$ cat src/hdl/bfis_div.sv
`default_nettype none

module bfis_div #(
  parameter int unsigned NUM_W = 22,
  parameter int unsigned DEN_W = 15
) (
  input  wire logic             clk_i,
  input  wire logic             rst_ni,
  input  wire logic             start_i,
  input  wire logic [NUM_W-1:0] num_i,
  input  wire logic [DEN_W-1:0] den_i,
  output logic                  done_o,
  output logic      [NUM_W-1:0] quot_o
);

  localparam int unsigned CNT_W = (NUM_W > 1) ? $clog2(NUM_W) : 1;

  logic             busy_q;
  logic             done_q;
  logic [CNT_W-1:0] cnt_q;
  logic [DEN_W-1:0] den_q;
  logic [DEN_W-1:0] rem_q;
  logic [NUM_W-1:0] quo_q;
  logic [DEN_W:0]   rem_sh;
  logic             q_bit;
  logic [DEN_W:0]   rem_sub;

  // Shift in the next dividend bit and try a subtract
  always_comb begin
    rem_sh  = {rem_q, quo_q[NUM_W-1]};
    q_bit   = (rem_sh >= {1'b0, den_q});
    rem_sub = q_bit ? (rem_sh - {1'b0, den_q}) : rem_sh;
  end

  // Control: count the steps, pulse done after the last one
  always_ff @(posedge clk_i or negedge rst_ni) begin
    if (!rst_ni) begin
      busy_q <= 1'b0;
      done_q <= 1'b0;
      cnt_q  <= '0;
    end else begin
      done_q <= 1'b0;
      if (start_i) begin
        busy_q <= 1'b1;
        cnt_q  <= '0;
      end else if (busy_q) begin
        cnt_q <= cnt_q + CNT_W'(1);
        if (cnt_q == CNT_W'(NUM_W - 1)) begin
          busy_q <= 1'b0;
          done_q <= 1'b1;
        end
      end
    end
  end

  // Datapath: dividend shifts out the top while quotient bits shift in
  always_ff @(posedge clk_i) begin
    if (start_i) begin
      quo_q <= num_i;
      den_q <= den_i;
      rem_q <= '0;
    end else if (busy_q) begin
      quo_q <= {quo_q[NUM_W-2:0], q_bit};
      rem_q <= rem_sub[DEN_W-1:0];
    end
  end

  assign done_o = done_q;
  assign quot_o = quo_q;

endmodule

`default_nettype wire

$ cat config.mk
export PLATFORM = sky130hd
export DESIGN_NAME = bfis_div
export DESIGN_NICKNAME = d
export VERILOG_FILES = /design/src/hdl/bfis_div.sv
export SDC_FILE = /design/constraint.sdc
export NUM_CORES = 1
export LEC_CHECK = 0
export ABC_CLOCK_PERIOD_IN_PS = 3500
export BUFFER_PORTS_ARGS = -buffer_cell sky130_fd_sc_hd__buf_2
export CORE_ASPECT_RATIO = 0.75
export CORE_MARGIN = 2
export CORE_UTILIZATION = 55
export CTS_CLUSTER_DIAMETER = 30
export CTS_CLUSTER_SIZE = 40
export DETAILED_ROUTE_END_ITERATION = 10
export PLACE_DENSITY = 0.83
export SLEW_MARGIN = 10
export SYNTH_ARGS = -nofsm -noshare
export SYNTH_HDL_FRONTEND = slang
export SYNTH_SLANG_ARGS = --single-unit
$ cat constraint.sdc
create_clock -name clk_i -period 3.5 [get_ports clk_i]
set_input_delay 0.7 -clock clk_i [delete_from_list [all_inputs] [get_ports clk_i]]
set_output_delay 0.7 -clock clk_i [all_outputs]
set_load 0.01 [all_outputs]
==> summary.log, run 1 <==
qor: global_routing.first_global_vias 2,323
qor: placed_design.finalWeightedCongestion 0.8629
qor: logic_synthesis.yosysTopAreaCell sky130_fd_sc_hd__edfxtp_1
qor: sta.timing.slew.headroom 43.32%
qor: global_routing.number_of_antenna_violations_at_the_first_check_in_global_routing 0
qor: setup_path.worstSetupPathType flip-flop to flip-flop
qor: logic_synthesis.ys.warnings.count 0
qor: detailed_routing.route.detailed.wl_per_inst 15.69 um
qor: floorplanning.pin_count 63
qor: outcome.status finished, final reports clean
qor: sta.worst_clock_skew 0.009228 ns
qor: global_routing.grt_max_degree 37
qor: worst_hold_path.hold_path.class input pin to asynchronous set/reset pin
qor: sta.timing.final.crit_share 82.77%
qor: cts.cts_resized 0
qor: sta.post_layout_min_period 2.897 ns
qor: logic_synthesis.post_synth_top_area_share 34.89%
qor: detailed_routing.firstDrtPassIters 5
qor: sta.fmax 345.2 MHz
qor: sta.worst_slew_pin_slew 0.8492 ns
qor: setup_path.critical_path.most_common_cell sky130_fd_sc_hd__a21oi_2
qor: logic_synthesis.synth.top_cells.by_area sky130_fd_sc_hd__edfxtp_1 (35%), sky130_fd_sc_hd__dfxtp_1 (9.4%), sky130_fd_sc_hd__mux2_2 (8.1%), sky130_fd_sc_hd__ha_1 (6.7%), sky130_fd_sc_hd__dfrtp_1 (5.5%)
qor: setup_path.critical-path-max-stage-delay 0.67 ns
qor: pwr.power_density 575.9 mW/mm2
qor: cts.cts_inserted_buffers 9
qor: detailed_routing.drc 0
qor: detailed_routing.vias 2,314
qor: detailed_routing.totalWireLength 6715 um
qor: logic_synthesis.netlist_area 0.003184 mm2
qor: setup_path.critical_path_peak_fanout 8
qor: cts.clock_tree_from_tritoncts built
qor: flow_run.maxcap_viol_count 0
qor: placed_design.portBuffers 62
qor: setup_path.cpMaxStageDelayCell sky130_fd_sc_hd__or4_2
qor: cts.post_cts_buffers 0
qor: detailed_routing.wl_met1 3164 um
qor: cts.ctsHtreeMaxLevel 3
qor: setup_path.critical_path.cell_chain inv_1 -> ha_1 -> fa_1 -> nand2b_1 -> a21oi_2 -> o211ai_2 -> a21oi_2 -> nor4_4 -> buf_4 -> or4_2 -> nand3_1
qor: floorplanning.die_area 0.006421 mm2
qor: placed_design.detail_placement_hpwl 4825 um
qor: cells_and_area.flow.area_growth_from_synthesis 18.39%
qor: cts.cts-root-to-sink-buffers 2
qor: logic_synthesis.postSynthCellCount 280
qor: sta.hold_viol_final 0
qor: detailed_routing.met2WireLength 3165 um
qor: placed_design.place.detailed.instances 412
qor: cells_and_area.finalNonFillerCells 428
qor: floorplanning.start_util 58.24%
qor: cells_and_area.antenna_cells 0
qor: logic_synthesis.synth_seq_area_share 49.82%
qor: sta.pins_over_slew_limit 0
qor: setup_path.cp-start-kind flip-flop
qor: detailed_routing.drt_iter0_markers 111
qor: setup_path.crit_required 3.79 ns
qor: cells_and_area.final_area 0.003770 mm2
qor: cts.clkSinkCount 59
qor: sta.setup_repair_after_global_routing_missed_its_margin no
qor: logic_synthesis.async_flop_share 11.86%
qor: logic_synthesis.yosys.cell_count.top_type sky130_fd_sc_hd__edfxtp_1
qor: logic_synthesis.post_synth_num_cell_types 47
qor: logic_synthesis.synth_enable_flop_cells 37
qor: sta.layout_setup_ws 0.6032 ns
qor: floorplanning.dieHeight 69.90 um
qor: logic_synthesis.synthFlopType sky130_fd_sc_hd__edfxtp_1
qor: pwr.power.leakage 1.734 nW
qor: logic_synthesis.syn_nets 338
qor: detailed_routing.antenna_violating_nets_post_route 0
qor: setup_path.worst_setup_ep_type flip-flop
qor: cts.post_cts_hold_buffer_count 0
qor: detailed_routing.highest_layer met4
qor: detailed_routing.post_drt_via_cell_ratio 5.407
qor: global_routing.grt_use_total 21.89%
qor: cts.clock-root-buffer sky130_fd_sc_hd__clkbuf_8
qor: sta.timing.final.setup_violations 0
qor: placed_design.post-place-ws 0.6611 ns
qor: logic_synthesis.synth.ff_latch_count 59
qor: global_routing.total_overflow_reported_by_the_global_router 0
qor: sta.timing.setup.tns 0 ns
qor: logic_synthesis.postSynthAreaPerCell 11.37 um2
qor: cells_and_area.nets 406
qor: floorplanning.core_area 0.005468 mm2
qor: logic_synthesis.ys_top_cells_by_count sky130_fd_sc_hd__edfxtp_1 (37), sky130_fd_sc_hd__nor2_1 (26), sky130_fd_sc_hd__mux2_2 (23)
qor: cells_and_area.share_of_final_layout_standard_cells_stronger_than_drive_strength_1 33.43%
qor: floorplanning.core.rowCount 23
qor: setup_path.timing.rr.start quot_o[21]$_DFFE_PP_
qor: global_routing.grt_pass1_wl 10,820 um
qor: pwr.ir_drop 0.3723 mV
qor: setup_path.launching_instance_or_port_of_the_critical_path quot_o[21]$_DFFE_PP_
qor: cts.cts.reportedPaths.clkPinSlew 0.07 ns
qor: setup_path.data_arrival_time_of_the_worst_path 3.19 ns
qor: cts.worst_skew_pair.late_latency 0.35 ns
qor: detailed_routing.route.met3.wl 304 um
qor: floorplanning.die-width 91.86 um
qor: placed_design.placement.cell_area 0.003577 mm2
cell families (layout without fill, tap and decap cells):
family	Yosys count	count (layout)	synth area share, %
xor gates and xnor gates	16	16	4.401
buffers and inverters	31	104	3.890
adders and majority gates	18	18	7.308
AOI/OAI and AO/OA	54	54	12.06
muxes	36	36	12.22
and+or+nand+nor	66	66	10.29
DFF	59	59	49.82
worst max-delay path: cells and delay by family (launching register included):
| family | cells | cell delay, ns |
|---|---|---|
| AO/OA/AOI/OAI | 3 | 0.58 |
| adder cells (fa/ha/maj) | 2 | 0.62 |
| buffers and inverters | 2 | 0.26 |
| AND/OR/NAND/NOR | 4 | 1.03 |
| flip-flops | 1 | 0.36 |
routing by layer:
metal / GRT usage [%] / vias up
met1: 29.18 / 1092
met5: 0 / -
met2: 33.91 / 60
met3: 5.394 / 8
li1: - / 1154
met4: 10.12 / 0
worst paths after layout:
path                                           to  slack (ns)  cells past startpoint
min in group clk_i          rem_q[4]$_SDFFE_PP0P_        0.50                      2
max reg2reg                rem_q[14]$_SDFFE_PP0P_        0.60                     11
max in group asynchronous    cnt_q[3]$_DFFE_PN0P_        3.16                      1
max                        rem_q[14]$_SDFFE_PP0P_        0.60                     11
min                          cnt_q[0]$_DFFE_PN0P_        0.17                      1
min reg2reg                 rem_q[4]$_SDFFE_PP0P_        0.50                      2
area by class of cell:
cell class                      count  area (um2)
Fill cell                         448        1698
Sequential cell                    59        1587
Multi-Input combinational cell    190        1474
Timing Repair Buffer               66       340.3
Clock buffer                       10       127.6
Tap cell                           75       93.84
Inverter                           22       82.58
Clock inverter                      6       65.06
state kept, by name (all words and copies together), names as in the netlist:
signal  count
busy_q      1
cnt_q       5
den_q      15
done_o      1
quot_o     22
rem_q      15
metrics by stage:
| step | util (%) | power, W | hold slack [ns] |
|---|---|---|---|
| after floorplan | - | 0.001389 | 0.4044 |
| after global placement | 65.42 | 0.001541 | 0.4766 |
| after detailed placement | 65.42 | 0.001557 | 0.4850 |
| after CTS | 68.95 | 0.002178 | 0.1695 |
| after global routing | 68.95 | 0.002285 | 0.1739 |
| final | 68.95 | 0.002171 | 0.1730 |
power breakdown:
group	internal [W]	switching, W
registers	0.000835	0.0000606
logic	0.000309	0.000353
clock network	0.000330	0.000284
total	0.00147	0.000697
placed cells by master, fill, tap and decap left out, types with 7 or more instances in the layout:
master / n
sky130_fd_sc_hd__a211oi_1: 10
sky130_fd_sc_hd__ha_1: 17
sky130_fd_sc_hd__mux2i_1: 13
sky130_fd_sc_hd__edfxtp_1: 37
sky130_fd_sc_hd__buf_2: 62
sky130_fd_sc_hd__nand2_1: 16
sky130_fd_sc_hd__a21oi_1: 9
sky130_fd_sc_hd__xnor2_1: 8
sky130_fd_sc_hd__o21ai_0: 10
sky130_fd_sc_hd__dfxtp_1: 15
sky130_fd_sc_hd__mux2_2: 23
sky130_fd_sc_hd__dfrtp_1: 7
sky130_fd_sc_hd__xor2_1: 8
sky130_fd_sc_hd__inv_1: 22
sky130_fd_sc_hd__clkbuf_8: 9
sky130_fd_sc_hd__nor2_1: 26
(Power assumes the default switching activity.)
==> inputs of run 2 (changes only) <==
--- a/config.mk
+++ b/config.mk
@@ -5,7 +5,8 @@
 export SDC_FILE = /design/constraint.sdc
 export NUM_CORES = 1
 export LEC_CHECK = 0
-export ABC_CLOCK_PERIOD_IN_PS = 3500
+export ABC_AREA = 1
+export ABC_CLOCK_PERIOD_IN_PS = 2700
 export BUFFER_PORTS_ARGS = -buffer_cell sky130_fd_sc_hd__buf_2
 export CORE_ASPECT_RATIO = 0.75
 export CORE_MARGIN = 2
@@ -13,7 +14,7 @@
 export CTS_CLUSTER_DIAMETER = 30
 export CTS_CLUSTER_SIZE = 40
 export DETAILED_ROUTE_END_ITERATION = 10
-export PLACE_DENSITY = 0.83
+export PLACE_DENSITY = 0.82
 export SLEW_MARGIN = 10
 export SYNTH_ARGS = -nofsm -noshare
 export SYNTH_HDL_FRONTEND = slang
==> constraint.sdc (replaced) <==
create_clock -name clk_i -period 2.7 [get_ports clk_i]
set_input_delay 0.54 -clock clk_i [delete_from_list [all_inputs] [get_ports clk_i]]
set_output_delay 0.54 -clock clk_i [all_outputs]
set_load 0.01 [all_outputs]
==> run 2 against run 1 <==
Count of clock-buffer cells in the layout rose by 2. Utilization fell by 4.0 points. Worst hold slack got worse by 0.16 ns. Clock power rose by 29%. Die area rose by 8.3%. Non-clock buffer count fell by 1. Area after synthesis rose by 8.8%. Worst setup slack got worse by 0.27 ns. Sequential power rose by 33%. Routed wire length rose by 17%. Cell area rose by 6.7%. Critical path depth rose by 2. Critical endpoint is now rem_q[3]$_SDFFE_PP0P_. Largest cell class unchanged. Highest routed layer unchanged.
==> summary.log, run 2 <==
qor: floorplanning.die_area 0.006954 mm2 [+8.3%]
qor: detailed_routing.drt_iter0_markers 252 [+130%]
qor: setup_path.cp-start-kind flip-flop
qor: pwr.ir_drop 0.3775 mV [+1.4%]
qor: cells_and_area.n_fill_cell 547 [+22%]
qor: logic_synthesis.post_synth_num_cell_types 32 [-32%]
qor: logic_synthesis.synth.top_cells.by_area sky130_fd_sc_hd__edfxtp_1 (32%), sky130_fd_sc_hd__nand2_1 (20%), sky130_fd_sc_hd__dfxtp_1 (8.7%), sky130_fd_sc_hd__inv_1 (7.9%), sky130_fd_sc_hd__ha_1 (6.1%)
qor: cells_and_area.antenna_cells 0 [unchanged]
qor: sta.layout_setup_ws 0.3366 ns [-0.2666 ns]
qor: sta.worst_slew_pin_slew 0.8851 ns [+0.03592 ns]
qor: global_routing.number_of_antenna_violations_at_the_first_check_in_global_routing 0 [unchanged]
qor: logic_synthesis.netlist_area 0.003463 mm2 [+8.8%]
qor: setup_path.worstReg2RegEnd rem_q[3]$_SDFFE_PP0P_
qor: worst_hold_path.hold_path.class input pin to asynchronous set/reset pin
qor: setup_path.critical_path.cell_chain inv_1 -> ha_1 -> fa_1 -> inv_1 -> nand2_1 -> nand2_1 -> nand3_1 -> nand3_1 -> nand2_4 -> nand2_4 -> nand2_1 -> nand3_1 -> o21ai_0
qor: global_routing.grt_pass1_wl 12,380 um [+14%]
qor: global_routing.total_overflow_reported_by_the_global_router 0 [unchanged]
qor: setup_path.critical-path-max-stage-delay 0.40 ns [-0.27 ns]
qor: logic_synthesis.synth_enable_flop_cells 37 [unchanged]
qor: setup_path.launching_instance_or_port_of_the_critical_path quot_o[21]$_DFFE_PP_
qor: floorplanning.core.rowCount 25 [+8.7%]
qor: cts.ctsHtreeMaxLevel 3 [unchanged]
qor: logic_synthesis.post_synth_top_area_share 32.08% [-2.8 points]
qor: sta.worst_clock_skew 0.01218 ns [+0.002950 ns]
qor: setup_path.crit_required 2.93 ns [-0.86 ns]
qor: sta.fmax 423.1 MHz [+23%]
qor: cells_and_area.layout.core_utilization 64.97% [-4.0 points]
qor: detailed_routing.post_drt_via_cell_ratio 5.088 [-5.9%]
qor: logic_synthesis.synthFlopType sky130_fd_sc_hd__edfxtp_1
qor: cells_and_area.final_cell_mix sky130_fd_sc_hd__nand2_1 (183), sky130_fd_sc_hd__inv_1 (73), sky130_fd_sc_hd__buf_2 (62), sky130_fd_sc_hd__nand3_1 (40), sky130_fd_sc_hd__edfxtp_1 (37)
qor: sta.timing.setup.tns 0 ns [unchanged]
qor: logic_synthesis.yosysTopAreaCell sky130_fd_sc_hd__edfxtp_1
qor: floorplanning.die-width 95.63 um [+4.1%]
qor: flow_run.maxcap_viol_count 0 [unchanged]
qor: detailed_routing.firstDrtPassIters 5 [unchanged]
qor: placed_design.portBuffers 62 [unchanged]
qor: setup_path.cpMaxStageDelayCell sky130_fd_sc_hd__fa_1
qor: cts.worst_skew_pair.late_latency 0.35 ns [about the same]
qor: floorplanning.pin_count 63 [unchanged]
qor: cells_and_area.share_of_final_layout_standard_cells_stronger_than_drive_strength_1 17.08% [-16 points]
qor: detailed_routing.vias 3,063 [+32%]
qor: detailed_routing.drc 0 [unchanged]
qor: cts.cts-root-to-sink-buffers 2 [unchanged]
qor: pwr.power_density 827.8 mW/mm2 [+44%]
qor: placed_design.place.detailed.instances 586 [+42%]
qor: floorplanning.core_area 0.006193 mm2 [+13%]
qor: cells_and_area.flow.area_growth_from_synthesis 16.18%
qor: detailed_routing.totalWireLength 7843 um [+17%]
qor: sta.hold_viol_final 0 [unchanged]
qor: logic_synthesis.async_flop_share 11.86% [unchanged]
qor: cells_and_area.number_of_flip_flops_under_the_largest_register_name 22 [unchanged]
qor: cts.clock_tree_from_tritoncts built
qor: logic_synthesis.syn_nets 508 [+50%]
qor: outcome.status finished, final reports clean
qor: floorplanning.start_util 55.92% [-2.3 points]
qor: cells_and_area.finalNonFillerCells 602 [+41%]
qor: detailed_routing.route.detailed.wl_per_inst 13.03 um [-17%]
qor: global_routing.grt_use_total 23.66% [+1.8 points]
qor: placed_design.placement.cell_area 0.003836 mm2 [+7.2%]
qor: placed_design.finalWeightedCongestion 0.9378 [+8.7%]
qor: global_routing.grt_max_degree 40 [+8.1%]
qor: setup_path.r2r_cells 13 [+2]
qor: sta.post_layout_min_period 2.363 ns [-0.5334 ns]
qor: cts.cts.reportedPaths.clkPinSlew 0.07 ns [about the same]
qor: cells_and_area.final_area 0.004024 mm2 [+6.7%]
qor: logic_synthesis.ys.warnings.count 0 [unchanged]
qor: setup_path.critical_path_peak_fanout 17 [+9]
qor: detailed_routing.antenna_violating_nets_post_route 0 [unchanged]
qor: pwr.power.leakage 2.196 nW [+27%]
qor: global_routing.first_global_vias 2,692 [+16%]
qor: cts.post_cts_buffers 0 [unchanged]
qor: logic_synthesis.postSynthAreaPerCell 7.696 um2 [-32%]
qor: cells_and_area.commonest_non_fill_non_tap_cell_in_the_layout sky130_fd_sc_hd__nand2_1
qor: setup_path.data_arrival_time_of_the_worst_path 2.59 ns [-0.60 ns]
qor: sta.timing.final.setup_violations 0 [unchanged]
qor: sta.timing.final.crit_share 87.53% [+4.8 points]
qor: setup_path.worst_setup_ep_type flip-flop
qor: sta.timing.slew.headroom 40.77% [-2.6 points]
qor: logic_synthesis.postSynthCellCount 450 [+61%]
qor: cts.cts_resized 0 [unchanged]
qor: floorplanning.dieHeight 72.72 um [+4.0%]
qor: cells_and_area.nets 574 [+41%]
qor: setup_path.timing.rr.start quot_o[21]$_DFFE_PP_
qor: cts.post_cts_hold_buffer_count 0 [unchanged]
qor: placed_design.post-place-ws 0.3465 ns [-0.3146 ns]
qor: logic_synthesis.ys_top_cells_by_count sky130_fd_sc_hd__nand2_1 (183), sky130_fd_sc_hd__inv_1 (73), sky130_fd_sc_hd__nand3_1 (40)
qor: logic_synthesis.synth.ff_latch_count 59 [unchanged]
qor: setup_path.critical_path.endpoint rem_q[3]$_SDFFE_PP0P_
qor: placed_design.detail_placement_hpwl 5638 um [+17%]
qor: cts.clock-root-buffer sky130_fd_sc_hd__clkbuf_8
qor: cts.cts_inserted_buffers 9 [unchanged]
qor: logic_synthesis.yosys.cell_count.top_type sky130_fd_sc_hd__nand2_1
qor: setup_path.worstSetupPathType flip-flop to flip-flop
qor: cts.clkSinkCount 59 [unchanged]
qor: logic_synthesis.synth_seq_area_share 45.81% [-4.0 points]
qor: setup_path.regToRegSetupSlack 0.34 ns [-0.27 ns]
qor: sta.setup_repair_after_global_routing_missed_its_margin no
qor: sta.pins_over_slew_limit 0 [unchanged]
## run 2: cell types whose count changed after synthesis, moves of 5 or more
cell and change:
sky130_fd_sc_hd__xnor2_1 -5, sky130_fd_sc_hd__a21oi_2 -5, sky130_fd_sc_hd__mux2i_1 -13, sky130_fd_sc_hd__inv_1 +51
sky130_fd_sc_hd__nand2_1 +167, sky130_fd_sc_hd__nor2_1 -9, sky130_fd_sc_hd__a211oi_1 -10, sky130_fd_sc_hd__xor2_1 -5
sky130_fd_sc_hd__mux2_2 -23, sky130_fd_sc_hd__nand3_1 +37
## run 2: cell type report
type / count / area [um2] / area share, %
clock buffers: 12 / 145.1 / 3.607
clock inverters: 4 / 42.54 / 1.057
inverters: 74 / 277.8 / 6.903
multi-input cells: 307 / 1538 / 38.22
flip-flops and latches: 59 / 1587 / 39.43
well taps: 81 / 101.3 / 2.519
repair buffers: 65 / 332.8 / 8.271
## run 2: how the worst min path moves through the flow
stage	startpoint	to	slack [ns]	depth (start not counted)
after floorplan	rst_ni	busy_q$_DFF_PN0_	0.24	0
after global placement	rst_ni	cnt_q[4]$_DFFE_PN0P_	0.38	1
after detailed placement	rst_ni	cnt_q[3]$_DFFE_PN0P_	0.38	1
after CTS	rst_ni	done_o$_DFF_PN0_	0.002	1
after global routing	rst_ni	done_o$_DFF_PN0_	0.01	1
final	rst_ni	done_o$_DFF_PN0_	0.008	1
## run 2: layer usage
layer / share of wire, % / vias up / track usage [%]
li1: - / 1550 / -
met1: 46 / 1392 / 33.49
met2: 45 / 106 / 34.50
met3: 7.1 / 15 / 7.955
met4: 1.7 / 0 / 7.302
met5: 0 / - / 0
## run 2: cell families (layout without fill, tap and decap cells)
group,count (synthesis),in the layout,synth area share [%]
buf+inv,84,155,9.790
xor+xnor,6,6,1.518
flops,59,59,45.81
simple gates,265,265,33.17
fa+ha+maj,18,18,6.720
compound gates,18,18,2.999
## run 2: critical path: cells and delay by family (launching register included)
family / cells / cell delay (ns)
AND/OR/NAND/NOR: 8 / 1.01
AO/OA/AOI/OAI: 1 / 0.09
adder cells (fa/ha/maj): 2 / 0.63
flip-flops: 1 / 0.35
buffers and inverters: 2 / 0.18
## run 2: stage by stage
| stage | hold WS (ns) | power, W |
|---|---|---|
| floorplan | 0.2444 | 0.002255 |
| global placement | 0.3771 | 0.002486 |
| detailed placement | 0.3808 | 0.002533 |
| CTS | 0.002265 | 0.003328 |
| global route | 0.01024 | 0.003590 |
| finish | 0.008193 | 0.003331 |
## run 2: where the power goes
part / total (W) / internal, W / switching, W / leakage (nW)
clock network: 0.000788 / 0.000444 / 0.000343 / 0.0954
logic: 0.00135 / 0.000502 / 0.000850 / 1.50
registers: 0.00119 / 0.00111 / 0.0000834 / 0.602
